==> src/rbl_pkg.sv <==
// ----------------------------------------------------------------------------
// rbl_pkg: shared types and constants of the range bin lookup
// Operation codes, the command word passed from front to back, and helpers.
// ----------------------------------------------------------------------------
package rbl_pkg;

    localparam int MAX_BINS_DEFAULT = 64;
    localparam int QUEUE_DEPTH      = 2;
    localparam int QPTR_W           = 1;
    localparam int QCNT_W           = 2;
    localparam int NUM_ARGS         = 8;
    localparam int DATA_W           = 32;
    localparam int INDEX_W          = 6;
    localparam int PADDR_W          = 3;
    localparam int PDATA_W          = 32;
    localparam int DIMS_W           = 2;

    localparam logic [1:0] MODE_CLEAR  = 2'd0;
    localparam logic [1:0] MODE_APPEND = 2'd1;
    localparam logic [1:0] MODE_LOOKUP = 2'd2;

    localparam logic REG_DIMENSIONS = 1'b0;
    localparam logic [DIMS_W-1:0] DIMS_RESET = 2'd1;
    localparam logic [DIMS_W-1:0] DIMS_TWO   = 2'd2;
    localparam logic [DIMS_W-1:0] DIMS_THREE = 2'd3;

    typedef enum logic [1:0] {
        OP_CLEAR  = 2'd0,
        OP_APPEND = 2'd1,
        OP_LOOKUP = 2'd2,
        OP_NONE   = 2'd3
    } op_t;

    typedef struct packed {
        op_t                            op;
        logic [NUM_ARGS-1:0][DATA_W-1:0] arg;
    } cmd_t;

    function automatic logic in_range(logic [2*DATA_W-1:0] entry,
                                      logic [DATA_W-1:0] point);
        logic signed [DATA_W-1:0] lo;
        logic signed [DATA_W-1:0] hi;
        logic signed [DATA_W-1:0] p;
        lo = $signed(entry[2*DATA_W-1:DATA_W]);
        hi = $signed(entry[DATA_W-1:0]);
        p  = $signed(point);
        return (p >= lo) && (p < hi);
    endfunction

endpackage

==> src/rbl_cmd_fifo.sv <==
// ----------------------------------------------------------------------------
// rbl_cmd_fifo: command queue between front and back
// A short first-in first-out queue of command words.
// ----------------------------------------------------------------------------
module rbl_cmd_fifo (
    input  logic          clk,
    input  logic          rst_n,
    input  logic          push_valid,
    input  rbl_pkg::cmd_t push_cmd,
    output logic          push_ready,
    output logic          pop_valid,
    output rbl_pkg::cmd_t pop_cmd,
    input  logic          pop
);

    rbl_pkg::cmd_t                 entry_reg [rbl_pkg::QUEUE_DEPTH];
    logic [rbl_pkg::QPTR_W-1:0]    wr_ptr_reg;
    logic [rbl_pkg::QPTR_W-1:0]    wr_ptr_next;
    logic [rbl_pkg::QPTR_W-1:0]    rd_ptr_reg;
    logic [rbl_pkg::QPTR_W-1:0]    rd_ptr_next;
    logic [rbl_pkg::QCNT_W-1:0]    count_reg;
    logic [rbl_pkg::QCNT_W-1:0]    count_next;
    logic                          do_push;
    logic                          do_pop;

    assign push_ready = (count_reg != rbl_pkg::QCNT_W'(rbl_pkg::QUEUE_DEPTH));
    assign pop_valid  = (count_reg != '0);
    assign pop_cmd    = entry_reg[rd_ptr_reg];
    assign do_push    = push_valid && push_ready;
    assign do_pop     = pop && pop_valid;

    always_comb
    begin
        wr_ptr_next = do_push ? wr_ptr_reg + 1'b1 : wr_ptr_reg;
        rd_ptr_next = do_pop ? rd_ptr_reg + 1'b1 : rd_ptr_reg;
        count_next  = count_reg;
        if (do_push && !do_pop)
        begin
            count_next = count_reg + 1'b1;
        end
        else if (do_pop && !do_push)
        begin
            count_next = count_reg - 1'b1;
        end
    end

    always_ff @(posedge clk or negedge rst_n)
    begin
        if (!rst_n)
        begin
            wr_ptr_reg <= '0;
            rd_ptr_reg <= '0;
            count_reg  <= '0;
        end
        else
        begin
            wr_ptr_reg <= wr_ptr_next;
            rd_ptr_reg <= rd_ptr_next;
            count_reg  <= count_next;
        end
    end

    always_ff @(posedge clk)
    begin
        if (do_push)
        begin
            entry_reg[wr_ptr_reg] <= push_cmd;
        end
    end

    a_count_bound: assert property (@(posedge clk) disable iff (!rst_n)
        count_reg <= rbl_pkg::QCNT_W'(rbl_pkg::QUEUE_DEPTH))
        else $error("command queue holds more entries than it has");

    a_pop_nonempty: assert property (@(posedge clk) disable iff (!rst_n)
        pop |-> pop_valid)
        else $error("command popped from an empty queue");

endmodule

==> config.mk <==
export PLATFORM = sky130hd
export DESIGN_NAME = rbl_cmd_fifo
export DESIGN_NICKNAME = d
export VERILOG_FILES = /design/src/rbl_pkg.sv /design/src/rbl_cmd_fifo.sv
export SDC_FILE = /design/constraint.sdc
export NUM_CORES = 1
export LEC_CHECK = 0
export CORE_AREA = 4 4 199 201
export DETAILED_ROUTE_END_ITERATION = 6
export DIE_AREA = 0 0 203 205
export DONT_BUFFER_PORTS = 1
export GPL_TIMING_DRIVEN = 1
export PLACE_DENSITY = 0.67
export SYNTH_ARGS = -nofsm -noshare
export SYNTH_HDL_FRONTEND = slang
export SYNTH_SLANG_ARGS = --single-unit
export TNS_END_PERCENT = 10
==> constraint.sdc <==
create_clock -name clk -period 15.8 [get_ports clk]
set_input_delay 2.37 -clock clk [delete_from_list [all_inputs] [get_ports clk]]
set_output_delay 2.37 -clock clk [all_outputs]
set_load 0.01 [all_outputs]
==> flow_metrics.tcl, run 1 <==
set metrics [dict create \
    drtIter0Drc 433 \
    post_cts_buffers 0 \
    p_per_area_nw_per_um2 200 \
    drive_gt1_frac 0.387 \
    vias_per_cell 5.49 \
    finalSetupViolations 0 \
    grt_max_degree 90 \
    hold_viol 0 \
    grt-ovfl-total 0 \
    cp-start-kind "flip-flop" \
    max_stage_delay_ns 1.17 \
    die_w_um 203 \
    coreArea_um2 37600 \
    num_antenna_cells 0 \
    final_max_slew_viol_count 0 \
    power.leakage_nw 7.64 \
    final_cell_mix "edfxtp_1, mux2_4, mux2_2, clkbuf_16, clkinv_2" \
    min_path_type "flip-flop to flip-flop" \
    fin_skew_ns 0.0105 \
    root_buffer "clkbuf_16" \
    final_cells 1405 \
    rsz0062_at_grt "no" \
    outcome "finished, final reports clean" \
    cp_max_fo 79 \
    hold_buffers 0 \
    syn_area_um2 19700 \
    maxCapViolCount 0 \
    n_fill_cell 2637 \
    cpMaxStageDelayCell "dfrtp_4" \
    finalCritPeriodShare 0.382 \
    slew-limit-headroom 0.215 \
    synth.avg_cell_area_um2 23.9 \
    cts.clk_slew.worst_paths_ns 0.06 \
    htree_levels 2 \
    crit_arrival_ns 3.66 \
    path_cells "buf_4, buf_4, mux2_4" \
    synth_seq_area_share 0.793 \
    cts_sinks 520 \
    crit_required_ns 13.43 \
    rows 71 \
    cp_top_family "buffers and inverters" \
    ir_worst_vdd_uv 134 \
    syn_nets 1084 \
    synthToLayoutAreaGrowth_pct 10.6 \
    synth_cell_type_count 15 \
    wl_per_cell_um 28.0 \
    place_congestion 0.831 \
    antenna_found_initial 0 \
    synth_top_area_cell "edfxtp_1" \
    io_buffers 0 \
    die_y_um 205 \
    initial_core_util 0.523 \
    largest_reg_flops 516 \
    drcViolationCount 0 \
    clk_latency_ns 0.56 \
    final_net_count 1117 \
    crit_buf_inv 2 \
    die-area_um2 41600 \
    path_class "flip-flop to output port" \
    placed_cells 1313 \
    tns_ns 0 \
    yosysTopAreaCellShare 0.788 \
    cts_tree "done" \
    layout_commonest_cell "edfxtp_1" \
    routed_wl_um 39300 \
    cts.path.max_buffers 3 \
    drtPass1Iterations 4 \
    top_level_ports 522 \
    vias 7712 \
    critPathMostFrequentCell "buf_4" \
    grt_pass1_vias 8406 \
    yosys_register_bits 520 \
    yosysWarnings 0 \
    min_period_ns 6.03 \
    synthCells 821 \
    total_power_mw 4.34 \
    ant_nets 0 \
    post_cts_resized 0 \
    cts_buffers 50 \
    worstMarginPinSlew_ns 1.18 \
    netlist_top_cells_area "edfxtp_1, mux2_4, mux2_2, buf_6, dfrtp_1" \
    track_usage 0.181 \
    endpoint_kind "output port" \
    fmax_ghz 0.166 \
    grt_first_pass_wirelength_um 55400 \
]
power breakdown:
group	internal, mW	switching, mW
combinational	0.503	0.647
sequential	1.89	0.120
clock	0.707	0.474
total	3.10	1.24
Yosys cell counts, drive strengths merged:
cell type / number
xnor2: 3
or2: 1
nor2: 2
mux2: 258
inv: 1
ha: 1
edfxtp: 516
nand2: 2
buf: 29
and3: 1
dfrtp: 4
nand2b: 1
xor2: 2
routing by layer:
metal	vias up	track usage	part of all wire
met5	-	0	0
met4	0	0.0810	0.038
met3	76	0.104	0.13
met2	420	0.315	0.52
met1	3881	0.174	0.31
li1	3335	-	-
final cells by class:
class,instances,area [um2],share of cell area
Timing Repair Buffer,10,75.1,0.00345
Clock inverter,29,289,0.0133
Inverter,1,3.75,0.000173
Clock buffer,63,1360,0.0627
Tap cell,511,639,0.0294
Sequential cell,520,15600,0.718
Multi-Input combinational cell,271,3770,0.173
through the flow:
step           instance area [um2]   util  hold slack, ns  setup WS (ns)
5_1_grt                      21700  0.578           0.526           9.51
3_5_place_dp                 20100  0.534           0.475          10.26
6_report                     21700  0.578           0.490           9.77
2_1_floorplan                19700      -           0.456           1.77
3_3_place_gp                 20100  0.534           0.480          10.39
4_1_cts                      21700  0.578           0.487           9.64
path summary, 6_finish.rpt:
kind                                                from                    endpoint  slack [ns]  cells after the start
max in group asynchronous                          rst_n      rd_ptr_reg$_DFFE_PN0P_       14.23                      0
worst min register to register  count_reg[1]$_DFFE_PN0P_    count_reg[1]$_DFFE_PN0P_        0.49                      1
min in group asynchronous                          rst_n    count_reg[0]$_DFFE_PN0P_        1.50                      0
worst max register to register  count_reg[0]$_DFFE_PN0P_  entry_reg[1][88]$_DFFE_PP_       12.02                      4
worst min-delay path            count_reg[1]$_DFFE_PN0P_    count_reg[1]$_DFFE_PN0P_        0.49                      1
worst max-delay path              rd_ptr_reg$_DFFE_PN0P_                 pop_cmd[82]        9.77                      3
kinds of logic after synthesis:
logic type | after synthesis | synth area share
buffers and inverters | 30 | 0.0155
and+or+nand+nor | 7 | 0.00172
adders and majority gates | 1 | 0.000637
xor gates and xnor gates | 5 | 0.00223
DFF | 520 | 0.793
muxes | 258 | 0.186
Note: power is estimated with default switching activity, not from simulation.
==> run 2: changes to the inputs <==
Settings changed: CORE_AREA 4 4 199 201 to 4 4 202 204, DIE_AREA 0 0 203 205 to 0 0 206 208, PLACE_DENSITY 0.67 to 0.68.
Clock period 15.8 ns to 5.1 ns, I/O delays scaled along.
==> run 2 against run 1 <==
Compared with the run above:
- critical endpoint is now pop_cmd[144]
- register-to-register slack worse by 9.4 ns
- largest power group unchanged
- hold slack worse by 0.20 ns
- cell area is 0.40% higher
- sequential power grew to 3.1 times the previous value
- clock power grew to 3.0 times the previous value
- die area is 3.0% higher
==> flow_metrics.tcl, run 2 (synthesis gave the netlist of run 1 again) <==
set metrics [dict create \
    rows 73 \
    seq_power_share 0.461 \
    die-area_um2 42800 \
    drcViolationCount 0 \
    worstMarginPinSlew_ns 0.975 \
    cts_buffers 52 \
    path_class "flip-flop to output port" \
    antenna_found_initial 1 \
    drtIter0Drc 441 \
    slew-limit-headroom 0.350 \
    whs_path_depth 0 \
    r2r_start "count_reg[0]$_DFFE_PN0P_" \
    p_per_area_nw_per_um2 615 \
    final_cell_mix "edfxtp_1, mux2_4, mux2_2, clkbuf_16, clkinv_1" \
    io_buffers 0 \
    power.leakage_nw 7.64 \
    cpMaxStageDelayCell "dfrtp_4" \
    grt_first_pass_wirelength_um 54400 \
    p_int_mw 9.51 \
    place_congestion 0.847 \
    num_antenna_cells 0 \
    outcome "finished, final reports clean" \
    met3_usage 0.101 \
    min_path_type "primary input to flip-flop" \
    final_max_slew_viol_count 0 \
    cts_tree "done" \
    cp-start-kind "flip-flop" \
    fmax_ghz 0.304 \
    max_stage_delay_ns 1.06 \
    maxCapViolCount 0 \
    cp_max_fo 51 \
    top_level_ports 522 \
    r2r_setup_slack_ns 2.58 \
    min_period_ns 3.29 \
    tns_ns 0 \
    synthToLayoutAreaGrowth_pct 11.0 \
    die_y_um 208 \
    routed_wl_um 39100 \
    finalCritPeriodShare 0.646 \
    crit_required_ns 4.34 \
    die_w_um 206 \
    swShare 0.291 \
    clk_latency_ns 0.56 \
    endpoint_kind "output port" \
    layout_commonest_cell "edfxtp_1" \
    post_cts_resized 0 \
    setup.worst_path.start "rd_ptr_reg$_DFFE_PN0P_" \
    cts.clk_slew.worst_paths_ns 0.06 \
    cts.path.max_buffers 3 \
    worstReg2RegEnd "entry_reg[1][82]$_DFFE_PP_" \
    htree_levels 2 \
    initial_core_util 0.500 \
    drtPass1Iterations 4 \
    placed_cells 1329 \
    hpwl_um 27300 \
    combinationalPowerShare 0.277 \
    cts_sinks 520 \
    hold_path_startpoint "push_cmd[54]" \
    path_cells "buf_4, mux2_4" \
    grt-ovfl-total 0 \
    fin_skew_ns 0.0112 \
    r2r_cells 3 \
    vias_per_cell 5.43 \
    ir_worst_vdd_uv 348 \
    post-route-util 0.556 \
    root_buffer "clkbuf_16" \
    wl_per_cell_um 27.5 \
    drive_gt1_frac 0.383 \
    hold_buffers 1 \
    final_cells 1423 \
    ant_nets 0 \
    busiest_layer "met2" \
    power_switching_mw 3.90 \
    total_power_mw 13.4 \
    grt_max_degree 131 \
    coreArea_um2 39300 \
    final_net_count 1122 \
    largest_reg_flops 516 \
    rsz0062_at_grt "no" \
    finalSetupViolations 0 \
    pwr-share-clk 0.262 \
    cp_top_family "flip-flops" \
    post_cts_buffers 0 \
    hold_viol 0 \
    vias 7733 \
    holdWs_ns 0.294 \
    crit_arrival_ns 2.53 \
    track_usage 0.173 \
    grt_pass1_vias 8174 \
    met2_usage 0.302 \
    crit_buf_inv 1 \
    worstHoldEndpoint "entry_reg[0][54]$_DFFE_PP_" \
    grt_use_met1 0.170 \
]
[run 2: stage by stage]
| stage | worst slack, ns | cell area, um2 |
|---|---|---|
| after detailed placement | 2.33 | 20200 |
| final | 1.81 | 21800 |
| after floorplan | 0.00716 | 19700 |
| after CTS | 1.70 | 21800 |
| after global routing | 1.68 | 21800 |
| after global placement | 2.37 | 20200 |
[run 2: worst max-delay path by stage]
stage	endpoint	cells past startpoint
2_1_floorplan	entry_reg[0][0]$_DFFE_PP_	2
3_3_place_gp	pop_cmd[144]	2
3_5_place_dp	pop_cmd[139]	2
4_1_cts	pop_cmd[144]	2
5_1_grt	pop_cmd[144]	2
6_report	pop_cmd[144]	2
[run 2: layout make-up]
class                           count  area [um2]
Sequential cell                   520       15600
Clock buffer                       60        1350
Timing Repair Buffer               13         213
Multi-Input combinational cell    271        3770
Clock inverter                     33         230
Fill cell                        2880       17500
Tap cell                          525         657
Inverter                            1        3.75
[run 2: layer usage]
| layer | up-vias | part of all wire |
|---|---|---|
| met1 | 3928 | 0.31 |
| met2 | 388 | 0.51 |
| met4 | 2 | 0.027 |
| li1 | 3346 | - |
| met3 | 69 | 0.15 |
| met5 | - | 0.00051 |
[run 2: worst register-to-register path: stages (launching register included)]
cell and delay [ns]:
dfrtp_1 0.40, nand2b_1 0.26, and3_4 0.87, buf_12 0.42
[run 2: power groups by stage]
stage                     combinational (mW)  sequential, mW  clock, mW
after global routing                    3.92            6.27       3.80
after global placement                  3.78            6.24          0
after detailed placement                3.80            6.28          0
after floorplan                         3.19            6.21          0
final                                   3.71            6.18       3.52
after CTS                               3.80            6.20       3.63
