$ cat config.mk
export PLATFORM = sky130hd
export DESIGN_NAME = rbl_front_flat
export DESIGN_NICKNAME = d
export VERILOG_FILES = /design/src/rbl_pkg.sv /design/src/rbl_ifs.sv /design/src/rbl_front.sv /design/src/flat_wrapper.sv
export SDC_FILE = /design/constraint.sdc
export NUM_CORES = 1
export LEC_CHECK = 0
export BUFFER_PORTS_ARGS = -buffer_cell sky130_fd_sc_hd__buf_2
export CAP_MARGIN = 25
export CELL_PAD_IN_SITES_DETAIL_PLACEMENT = 0
export CELL_PAD_IN_SITES_GLOBAL_PLACEMENT = 2
export CORE_AREA = 2 2 243 245
export DETAILED_ROUTE_END_ITERATION = 6
export DIE_AREA = 0 0 245 247
export MAX_ROUTING_LAYER = met4
export PLACE_DENSITY = 0.56
export SETUP_SLACK_MARGIN = 0.3
export SLEW_MARGIN = 20
export SYNTH_ARGS = -nofsm -noshare
export SYNTH_HDL_FRONTEND = slang
export SYNTH_SLANG_ARGS = --single-unit
$ cat constraint.sdc
create_clock -name clk -period 9.2 [get_ports clk]
set_clock_uncertainty 0.15 [all_clocks]
set_input_delay 1.84 -clock clk [delete_from_list [all_inputs] [get_ports clk]]
set_output_delay 1.84 -clock clk [all_outputs]
set_load 0.01 [all_outputs]
$ cat src/rbl_pkg.sv
// ----------------------------------------------------------------------------
// rbl_pkg: shared types and constants of the range bin lookup
// Operation codes, the command word passed from front to back, and helpers.
// ----------------------------------------------------------------------------
package rbl_pkg;

    localparam int MAX_BINS_DEFAULT = 64;
    localparam int QUEUE_DEPTH      = 2;
    localparam int QPTR_W           = 1;
    localparam int QCNT_W           = 2;
    localparam int NUM_ARGS         = 8;
    localparam int DATA_W           = 32;
    localparam int INDEX_W          = 6;
    localparam int PADDR_W          = 3;
    localparam int PDATA_W          = 32;
    localparam int DIMS_W           = 2;

    localparam logic [1:0] MODE_CLEAR  = 2'd0;
    localparam logic [1:0] MODE_APPEND = 2'd1;
    localparam logic [1:0] MODE_LOOKUP = 2'd2;

    localparam logic REG_DIMENSIONS = 1'b0;
    localparam logic [DIMS_W-1:0] DIMS_RESET = 2'd1;
    localparam logic [DIMS_W-1:0] DIMS_TWO   = 2'd2;
    localparam logic [DIMS_W-1:0] DIMS_THREE = 2'd3;

    typedef enum logic [1:0] {
        OP_CLEAR  = 2'd0,
        OP_APPEND = 2'd1,
        OP_LOOKUP = 2'd2,
        OP_NONE   = 2'd3
    } op_t;

    typedef struct packed {
        op_t                            op;
        logic [NUM_ARGS-1:0][DATA_W-1:0] arg;
    } cmd_t;

    function automatic logic in_range(logic [2*DATA_W-1:0] entry,
                                      logic [DATA_W-1:0] point);
        logic signed [DATA_W-1:0] lo;
        logic signed [DATA_W-1:0] hi;
        logic signed [DATA_W-1:0] p;
        lo = $signed(entry[2*DATA_W-1:DATA_W]);
        hi = $signed(entry[DATA_W-1:0]);
        p  = $signed(point);
        return (p >= lo) && (p < hi);
    endfunction

endpackage

$ cat src/rbl_ifs.sv
// ----------------------------------------------------------------------------
// rbl_ifs: item and result channels of the range bin lookup
// Valid/ready channels; a beat moves when valid and ready are both high.
// ----------------------------------------------------------------------------
interface rbl_in_if;
    logic              valid;
    logic              ready;
    logic [1:0]        mode;
    logic signed [31:0] low_1;
    logic signed [31:0] high_1;
    logic signed [31:0] low_2;
    logic signed [31:0] high_2;
    logic signed [31:0] low_3;
    logic signed [31:0] high_3;
    logic signed [31:0] bin_mean;
    logic signed [31:0] bin_sigma;
    logic signed [31:0] query_1;
    logic signed [31:0] query_2;
    logic signed [31:0] query_3;

    modport source (
        output valid, mode, low_1, high_1, low_2, high_2, low_3, high_3,
               bin_mean, bin_sigma, query_1, query_2, query_3,
        input  ready
    );
    modport sink (
        input  valid, mode, low_1, high_1, low_2, high_2, low_3, high_3,
               bin_mean, bin_sigma, query_1, query_2, query_3,
        output ready
    );
endinterface


$ cat src/rbl_front.sv
// ----------------------------------------------------------------------------
// rbl_front: item intake and classification
// Accepts item beats, decodes the mode into an operation and packs the
// operands into a command word held in a register until the queue takes it.
// ----------------------------------------------------------------------------
module rbl_front (
    input  logic          clk,
    input  logic          rst_n,
    rbl_in_if.sink        items,
    output rbl_pkg::cmd_t cmd,
    output logic          cmd_valid,
    input  logic          cmd_ready
);

    logic          hold_valid_reg;
    logic          hold_valid_next;
    rbl_pkg::cmd_t hold_cmd_reg;
    rbl_pkg::cmd_t decoded;
    logic          accept;

    assign items.ready = !hold_valid_reg || cmd_ready;
    assign accept      = items.valid && items.ready;
    assign cmd         = hold_cmd_reg;
    assign cmd_valid   = hold_valid_reg;

    always_comb
    begin
        decoded.arg = '0;
        unique case (items.mode)
            rbl_pkg::MODE_CLEAR:
            begin
                decoded.op = rbl_pkg::OP_CLEAR;
            end
            rbl_pkg::MODE_APPEND:
            begin
                decoded.op     = rbl_pkg::OP_APPEND;
                decoded.arg[0] = items.low_1;
                decoded.arg[1] = items.high_1;
                decoded.arg[2] = items.low_2;
                decoded.arg[3] = items.high_2;
                decoded.arg[4] = items.low_3;
                decoded.arg[5] = items.high_3;
                decoded.arg[6] = items.bin_mean;
                decoded.arg[7] = items.bin_sigma;
            end
            rbl_pkg::MODE_LOOKUP:
            begin
                decoded.op     = rbl_pkg::OP_LOOKUP;
                decoded.arg[0] = items.query_1;
                decoded.arg[1] = items.query_2;
                decoded.arg[2] = items.query_3;
            end
            default:
            begin
                decoded.op = rbl_pkg::OP_NONE;
            end
        endcase
    end

    always_comb
    begin
        hold_valid_next = hold_valid_reg;
        if (accept)
        begin
            hold_valid_next = 1'b1;
        end
        else if (cmd_ready)
        begin
            hold_valid_next = 1'b0;
        end
    end

    always_ff @(posedge clk or negedge rst_n)
    begin
        if (!rst_n)
        begin
            hold_valid_reg <= 1'b0;
        end
        else
        begin
            hold_valid_reg <= hold_valid_next;
        end
    end

    always_ff @(posedge clk)
    begin
        if (accept)
        begin
            hold_cmd_reg <= decoded;
        end
    end

endmodule

$ cat src/flat_wrapper.sv
// flat-port wrapper written by rule: the top's interface ports become plain ports
module rbl_front_flat 
  (clk, rst_n, cmd, cmd_valid, cmd_ready, items_valid, items_mode, items_low_1, items_high_1, items_low_2, items_high_2, items_low_3, items_high_3, items_bin_mean, items_bin_sigma, items_query_1, items_query_2, items_query_3, items_ready);
  rbl_in_if items_i ();
  input  logic clk;
  input  logic rst_n;
  output rbl_pkg::cmd_t cmd;
  output logic cmd_valid;
  input  logic cmd_ready;
  input wire logic [$bits(items_i.valid)-1:0] items_valid;
  input wire logic [$bits(items_i.mode)-1:0] items_mode;
  input wire logic [$bits(items_i.low_1)-1:0] items_low_1;
  input wire logic [$bits(items_i.high_1)-1:0] items_high_1;
  input wire logic [$bits(items_i.low_2)-1:0] items_low_2;
  input wire logic [$bits(items_i.high_2)-1:0] items_high_2;
  input wire logic [$bits(items_i.low_3)-1:0] items_low_3;
  input wire logic [$bits(items_i.high_3)-1:0] items_high_3;
  input wire logic [$bits(items_i.bin_mean)-1:0] items_bin_mean;
  input wire logic [$bits(items_i.bin_sigma)-1:0] items_bin_sigma;
  input wire logic [$bits(items_i.query_1)-1:0] items_query_1;
  input wire logic [$bits(items_i.query_2)-1:0] items_query_2;
  input wire logic [$bits(items_i.query_3)-1:0] items_query_3;
  output wire logic [$bits(items_i.ready)-1:0] items_ready;
  assign items_i.valid = items_valid;
  assign items_i.mode = items_mode;
  assign items_i.low_1 = items_low_1;
  assign items_i.high_1 = items_high_1;
  assign items_i.low_2 = items_low_2;
  assign items_i.high_2 = items_high_2;
  assign items_i.low_3 = items_low_3;
  assign items_i.high_3 = items_high_3;
  assign items_i.bin_mean = items_bin_mean;
  assign items_i.bin_sigma = items_bin_sigma;
  assign items_i.query_1 = items_query_1;
  assign items_i.query_2 = items_query_2;
  assign items_i.query_3 = items_query_3;
  assign items_ready = items_i.ready;
  rbl_front u_core (.clk(clk), .rst_n(rst_n), .items(items_i), .cmd(cmd), .cmd_valid(cmd_valid), .cmd_ready(cmd_ready));
endmodule
==> results_dict.tcl, run 1 <==
set metrics [dict create \
    synth_fp_nets 1034 \
    antenna_found_initial 7 \
    io_buffers 617 \
    wire_per_inst_um 17.5 \
    post-route-drc-count 0 \
    synth.cell_area_um2 10200 \
    whs_path_depth 2 \
    cp.arrival_ps 2240 \
    fin_crit_sh 0.460 \
    slew_headroom 0.296 \
    power.density_nw_per_um2 188 \
    core_area_um2 58200 \
    synth_area_leaders "edfxtp_1 (76%), and2_1 (9.8%), a22oi_1 (7.0%)" \
    grtUsageTotal 0.115 \
    place_ws_ps 4880 \
    fin_crit_ps 4230 \
    p_total_uw 2820 \
    gp_congestion 0.776 \
    crit_path_end_kind "primary output" \
    worstMarginPinSlew_ps 1060 \
    hold_violations 0 \
    leakage_uw 0.00642 \
    crit_type "primary input to primary output" \
    start_kind "primary input" \
    synth_seq_cells 259 \
    initial_core_util 0.176 \
    syn_inst 672 \
    drive_gt1_frac 0.511 \
    antenna_left 0 \
    r2r-start "u_core.cmd_valid" \
    clock_path_buffers 3 \
    clkTransAtPathRegs_ps 60 \
    drv_cap 0 \
    clock_latency_ps 570 \
    worst_hold_path_type "flip-flop to flip-flop" \
    die_h_um 247 \
    grt_max_degree 158 \
    die_area_um2 60500 \
    place_area_um2 14100 \
    cts_made_buffers 30 \
    num-nets-final 1639 \
    cts_tree "done" \
    yosys.cell_types.count 14 \
    grt_overflow 0 \
    hold_path_startpoint "u_core.cmd_valid" \
    whs_ps 388 \
    row_count 89 \
    rsz0062_at_grt "false" \
    fin_ws_ps 4970 \
    cpPeakStageDelay_ps 160 \
    fin_area_um2 15000 \
    syn_area_per_cell_um2 15.3 \
    wl_um 36400 \
    root_buffer "clkbuf_16" \
    crit_chain "buf_2, nand2b_1, buf_2" \
    slew_viol_final 0 \
    dp_hpwl_um 26900 \
    post_cts_resized 0 \
    synth_top_area_frac 0.756 \
    ys_seq_area_frac 0.758 \
    setup_viol 0 \
    mostFrequentLayoutCell "buf_2" \
    grt_pass1_vias 7662 \
    cts_sinks 259 \
    r2r_end "u_core.cmd[55]" \
    critPathMaxFanout 3 \
    reg2reg_depth 3 \
    htree_levels 1 \
    most-common-layout-cells "buf_2 (617), edfxtp_1 (258), and2_1 (160)" \
    vias 7764 \
    cts_hold_buf 0 \
    regToRegSetupSlack_ps 6770 \
    ioPinCount 618 \
    first_pass_iters 6 \
    fin_tns_setup_ps 0 \
    cts_setup_buffers 0 \
    yosysWarnings 0 \
    chipWidth_um 245 \
    status "complete, no violations" \
    critPathMostFrequentCell "buf_2" \
    min_to "u_core.cmd_valid" \
    yosysTopAreaCell "edfxtp_1" \
    slowest_stage "nand2b_1" \
    fmax_ghz 0.236 \
    critical_path_required_ps 7210 \
    syn_to_final_growth_pct 46.3 \
    drt_iter0_drc 349 \
    ir_drop_mv 0.143 \
    grt_pass1_wl_um 50400 \
    via_per_inst 3.74 \
]
==> worst max-delay path by stage <==
stage                  start        endpoint  slack [ps]  cells after the start
2_1_floorplan      cmd_ready   u_core.cmd[0]         470                      2
3_3_place_gp   items_mode[1]  u_core.cmd[80]        4920                      6
3_5_place_dp   items_mode[1]  u_core.cmd[74]        4880                      6
4_1_cts            cmd_ready     items_ready        4970                      3
5_1_grt            cmd_ready     items_ready        4940                      3
6_report           cmd_ready     items_ready        4970                      3
==> area by class of cell <==
| type | instances | area [um^2] |
|---|---|---|
| Inverter | 2 | 7.51 |
| Clock inverter | 6 | 62.6 |
| Timing Repair Buffer | 623 | 3150 |
| Tap cell | 773 | 967 |
| Clock buffer | 46 | 821 |
| Sequential cell | 259 | 7770 |
| Fill cell | 6241 | 43200 |
| Antenna cell | 4 | 10.0 |
| Multi-Input combinational cell | 361 | 2200 |
==> logic make-up (layout without fill, tap and decap cells) <==
kind of cell | Yosys count | after routing | synth area share
buf+inv | 52 | 677 | 0.0305
simple gates | 261 | 261 | 0.136
other cells | 0 | 4 | 0
flops | 259 | 259 | 0.758
fa+ha+maj | 4 | 4 | 0.00488
compound gates | 96 | 96 | 0.0703
==> synthesized netlist by cell type <==
cell type    n
edfxtp_1   258
and2_1     161
a22oi_1     96
nor2_1      96
clkbuf_2    14
buf_4       12
clkbuf_1    10
buf_2        8
buf_6        6
ha_1         4
inv_1        2
nand2b_1     2
or2_2        2
dfrtp_1      1
==> through the flow <==
stage               utilization  std cells
global route              0.257       2073
CTS                       0.257       2070
finish                    0.257       2074
floorplan                     -        672
detailed placement        0.242       2018
global placement          0.242       2018
==> where the power goes <==
| part | switching, uW | internal (uW) | leakage (uW) |
|---|---|---|---|
| registers | 16.2 | 1380 | 0.00257 |
| clock network | 473 | 634 | 0.000424 |
| logic | 182 | 131 | 0.00342 |
==> critical path: cells and delay by family <==
| kind | cells | cell delay [ps] |
|---|---|---|
| and+or+nand+nor | 1 | 160 |
| buffers and inverters | 2 | 240 |
==> sequential cells by signal (all words and copies together), names as in the netlist <==
register and count:
u_core.cmd 258, u_core.cmd_valid 1
==> routing by layer <==
layer	up-vias	GRT usage	wire length (um)
li1	3662	-	-
met1	3667	0.122	13500
met2	394	0.203	18600
met3	41	0.0420	3430
met4	0	0.0289	838
met5	-	-	0
Note: power is estimated with default switching activity, not from simulation.
==> run 2, diff against run 1 <==
==> constraint.sdc (replaced) <==
create_clock -name clk -period 4.4 [get_ports clk]
set_clock_uncertainty 0.15 [all_clocks]
set_input_delay 0.88 -clock clk [delete_from_list [all_inputs] [get_ports clk]]
set_output_delay 0.88 -clock clk [all_outputs]
set_load 0.01 [all_outputs]
==> run 2 against run 1 <==
Routed wire length is 0.18% higher. Utilization is 0.25 points higher. Critical path depth stayed put. Die area stayed put. Critical endpoint unchanged.
==> results_dict.tcl, run 2 (synthesis results as in run 1) <==
set metrics [dict create \
    via_per_inst 3.71 \
    worst_hold_path_type "primary input to flip-flop" \
    num-fill-cells 6250 \
    min_to "u_core.cmd_valid" \
    cts_tree "done" \
    htree_levels 1 \
    initial_core_util 0.176 \
    status "complete, no violations" \
    fmax_ghz 0.431 \
    fin_crit_ps 2320 \
    cts_made_buffers 31 \
    largest_reg_flops 258 \
    r2r-start "u_core.cmd_valid" \
    core_area_um2 58200 \
    slew_headroom 0.522 \
    ioPinCount 618 \
    critPathMaxFanout 3 \
    whs_path_depth 2 \
    regToRegSetupSlack_ps 2390 \
    cp.arrival_ps 1290 \
    fin_crit_sh 0.527 \
    hold_path_startpoint "items_valid" \
    first_pass_iters 5 \
    worstMarginPinSlew_ps 716 \
    drive_gt1_frac 0.514 \
    hold_violations 0 \
    setup_viol 0 \
    multi_input_area_um2 2200 \
    vias 7742 \
    num-nets-final 1644 \
    clock_latency_ps 580 \
    crit_type "primary input to primary output" \
    antenna_left 0 \
    grtUsageTotal 0.115 \
    chipWidth_um 245 \
    grt_pass1_wl_um 50700 \
    cts_sinks 259 \
    die_area_um2 60500 \
    io_buffers 617 \
    drv_cap 0 \
    dp_hpwl_um 27300 \
    clock_path_buffers 3 \
    cts_setup_buffers 0 \
    antenna_found_initial 8 \
    gp_congestion 0.782 \
    ir_drop_mv 0.310 \
    rsz0062_at_grt "false" \
    power.density_nw_per_um2 391 \
    cts_hold_buf 1 \
    root_buffer "clkbuf_16" \
    leakage_uw 0.00648 \
    grt_pass1_vias 7883 \
    wire_per_inst_um 17.5 \
    post_cts_resized 0 \
    mostFrequentLayoutCell "buf_2" \
    grt_overflow 0 \
    wl_um 36400 \
    critical_path_required_ps 3370 \
    regArea_um2 7770 \
    most-common-layout-cells "buf_2 (617), edfxtp_1 (258), and2_1 (160)" \
    fin_tns_setup_ps 0 \
    reg2reg_depth 3 \
    post-route-drc-count 0 \
    syn_to_final_growth_pct 47.7 \
    row_count 89 \
    clkTransAtPathRegs_ps 60 \
    start_kind "primary input" \
    drt_iter0_drc 348 \
    r2r_end "u_core.cmd[138]" \
    grt_max_degree 99 \
    slew_viol_final 0 \
    whs_ps 355 \
    die_h_um 247 \
    crit_path_end_kind "primary output" \
]
-- run 2: report_power, final --
part | switching (uW) | internal (uW)
combinational | 379 | 288
sequential | 34.4 | 2880
clock | 1030 | 1310
total | 1450 | 4480
-- run 2: routing by layer --
layer	track usage	vias up	part of all wire
met5	-	-	0
met4	0.0242	0	0.021
met3	0.0455	44	0.11
met2	0.201	417	0.50
met1	0.124	3599	0.37
li1	-	3682	-
-- run 2: final cells by class --
type / count / share of cell area
flip-flops and latches: 259 / 0.513
inverters: 2 / 0.000496
well taps: 773 / 0.0639
multi-input cells: 361 / 0.146
clock inverters: 11 / 0.00488
repair buffers: 627 / 0.216
clock buffers: 47 / 0.0552
diodes: 5 / 0.000827
-- run 2: worst max-delay path by stage --
stage              startpoint             end  slack, ps  cells past startpoint
2_1_floorplan       cmd_ready   u_core.cmd[0]        910                      2
3_3_place_gp    items_mode[1]  u_core.cmd[20]       1650                      6
3_5_place_dp    items_mode[1]   u_core.cmd[8]       1540                      6
4_1_cts        u_core.cmd[81]         cmd[81]       2060                      1
5_1_grt         items_mode[1]   u_core.cmd[8]       2030                      6
6_report            cmd_ready     items_ready       2080                      3
-- run 2: worst max-delay path, cell delays in order --
cell      delay (ps)
buf_2             90
nand2b_1         160
buf_2            150
-- run 2: stage by stage --
step / instances / power [uW] / instance area (um^2) / utilization / setup slack [ps]
3_5_place_dp: 2021 / 3660 / 14200 / 0.244 / 1540
3_3_place_gp: 2021 / 3650 / 14200 / 0.244 / 1650
4_1_cts: 2080 / 6060 / 15100 / 0.260 / 2060
6_report: 2085 / 5930 / 15100 / 0.260 / 2080
5_1_grt: 2085 / 6190 / 15100 / 0.260 / 2030
2_1_floorplan: 672 / 3270 / 10300 / - / 905
==> run 3, diff against run 2 <==
--- a/config.mk
+++ b/config.mk
@@ -13,7 +13,7 @@
 export DETAILED_ROUTE_END_ITERATION = 6
 export DIE_AREA = 0 0 245 247
 export MAX_ROUTING_LAYER = met4
-export PLACE_DENSITY = 0.56
+export PLACE_DENSITY = 0.58
 export SETUP_SLACK_MARGIN = 0.3
 export SLEW_MARGIN = 20
 export SYNTH_ARGS = -nofsm -noshare
==> constraint.sdc (replaced) <==
create_clock -name clk -period 1.9 [get_ports clk]
set_clock_uncertainty 0.15 [all_clocks]
set_input_delay 0.38 -clock clk [delete_from_list [all_inputs] [get_ports clk]]
set_output_delay 0.38 -clock clk [all_outputs]
set_load 0.01 [all_outputs]
==> run 3 against run 2 <==
Via count is 20% higher. Sequential cell count stayed put. Design area is 29% higher. Critical path depth is 2 lower. Global-route usage is 0.89 points higher. Cell count is 18% higher. Hold slack worse by 340 ps. Die area stayed put. Routed wire length is 11% higher. Clock power is 120% higher.
==> results_dict.tcl, run 3 (synthesis results as in run 1) <==
set metrics [dict create \
    status "complete, no violations" \
    htree_levels 1 \
    startpoint "u_core.cmd[24]" \
    mostFrequentLayoutCell "buf_2" \
    start_kind "flip-flop" \
    reg2reg_depth 6 \
    cp.arrival_ps 1200 \
    core_area_um2 58200 \
    vias 9273 \
    clock_path_buffers 3 \
    setup_viol 0 \
    wl_um 40400 \
    num-nets-final 2033 \
    cpPeakStageDelay_ps 470 \
    dp_cells 2056 \
    drv_cap 0 \
    r2r_end "u_core.cmd[49]" \
    grt_pass1_vias 9830 \
    root_buffer "clkbuf_16" \
    cts_tree "done" \
    dp_hpwl_um 28400 \
    slowest_stage "edfxtp_1" \
    gp_congestion 0.770 \
    critical_path_required_ps 1370 \
    rsz0062_at_grt "true" \
    fin_crit_ps 1730 \
    post-route-drc-count 0 \
    most-common-layout-cells "buf_2 (592), dlygate4sd3_1 (329), edfxtp_1 (258)" \
    clkTransAtPathRegs_ps 60 \
    r2r-start "u_core.cmd_valid" \
    fmax_ghz 0.579 \
    fin_crit_sh 0.908 \
    die_h_um 247 \
    die_area_um2 60500 \
    ioPinCount 618 \
    chipWidth_um 245 \
    leakage_uw 0.00835 \
    cts_made_buffers 30 \
    slew_headroom 0.822 \
    wire_per_inst_um 16.4 \
    power.density_nw_per_um2 740 \
    grtUsageTotal 0.124 \
    stdcell_count 2465 \
    syn_to_final_growth_pct 90.2 \
    critPathTopFamily "flip-flops" \
    drive_gt1_frac 0.432 \
    via_per_inst 3.76 \
    io_buffers 617 \
    worstMarginPinSlew_ps 267 \
    crit_chain "buf_6" \
    cp-endpoint "cmd[24]" \
    initial_core_util 0.176 \
    final_core_util 0.335 \
    largest_reg_flops 258 \
    grt_max_degree 50 \
    clock_latency_ps 570 \
    hold_violations 0 \
    crit_path_end_kind "primary output" \
    regToRegSetupSlack_ps 190 \
    ir_drop_mv 0.498 \
    cp_num_buf_inv 1 \
    cts_sinks 259 \
    grt_overflow 0 \
    antenna_found_initial 4 \
    drt_iter0_drc 307 \
    antenna_left 0 \
    slew_viol_final 0 \
    first_pass_iters 4 \
    cp_num_cells 1 \
    worst_hold_path_type "primary input to flip-flop" \
    crit_type "flip-flop to primary output" \
    row_count 89 \
    num-fill-cells 5837 \
    critPathMaxFanout 1 \
    grt_pass1_wl_um 56400 \
]
## run 3: changes by cell type in the layout (fill, tap and decap cells not counted), sizes merged
cell,delta
dlygate4sd3,+328
buf,+52
clkinv,+3
diode,-2
inv,-1
## run 3: timing repair
| item | 4_1_cts | 5_1_grt |
|---|---|---|
| setup endpoints to repair | 260 | 497 |
| pin swaps | 0 | 1 |
| hold endpoints to repair | 253 | 0 |
| cloned | 0 | 13 |
| setup buffers | 1 | 13 |
| gates resized for setup | 22 | 51 |
| hold buffers | 330 | 0 |
## run 3: how the worst min path moves through the flow
| stage | startpoint | to | slack [ps] | cells after the start |
|---|---|---|---|---|
| floorplan | rst_n | u_core.cmd_valid | -70 | 0 |
| CTS | items_query_3[20] | u_core.cmd[84] | 0.1 | 3 |
| global placement | rst_n | u_core.cmd_valid | 5 | 1 |
| global route | items_high_2[28] | u_core.cmd[124] | 10 | 2 |
| finish | items_low_2[17] | u_core.cmd[81] | 20 | 3 |
| detailed placement | rst_n | u_core.cmd_valid | 7 | 1 |
## run 3: worst reg2reg max path, delay by kind of cell (launching register included)
| kind | cells | cell delay (ps) |
|---|---|---|
| DFF | 1 | 370 |
| and+or+nand+nor | 2 | 280 |
| buffers and inverters | 4 | 610 |
## run 3: layer usage
metal  share of wire  vias to the layer above  global-route usage
met4           0.023                        0              0.0366
met2            0.51                      428               0.221
met5               0                        -                   -
met1            0.38                     4330               0.135
met3           0.083                       56              0.0349
li1                -                     4459                   -
## run 3: final cells by class
class                      count  area, um^2  share of cell area
clock inverter                13        56.3             0.00289
inverter                       2        7.51            0.000385
timing repair buffer        1017        7680               0.394
sequential                   259        7770               0.399
tap                          773         967              0.0496
clock buffer                  37         798              0.0409
multi-input combinational    361        2200               0.113
antenna                        3        7.51            0.000385
## run 3: metrics by stage
step | setup TNS [ps] | hold slack, ps | setup WS (ps) | total power (uW) | instance area, um^2
2_1_floorplan | -284120 | -65.6 | -1100 | 7560 | 10300
3_3_place_gp | 0 | 5.40 | 79.4 | 8570 | 14600
3_5_place_dp | 0 | 7.15 | 74.3 | 8570 | 14600
4_1_cts | 0 | 0.129 | 149 | 14400 | 18900
5_1_grt | 0 | 11.7 | 109 | 15000 | 19500
6_report | 0 | 17.2 | 174 | 14400 | 19500
## run 3: power breakdown
part           internal, uW  switching (uW)  total [uW]
Combinational          1380            1080        2450
Sequential             6670            86.7        6760
Clock                  2920            2300        5220
Total                 11000            3460       14400
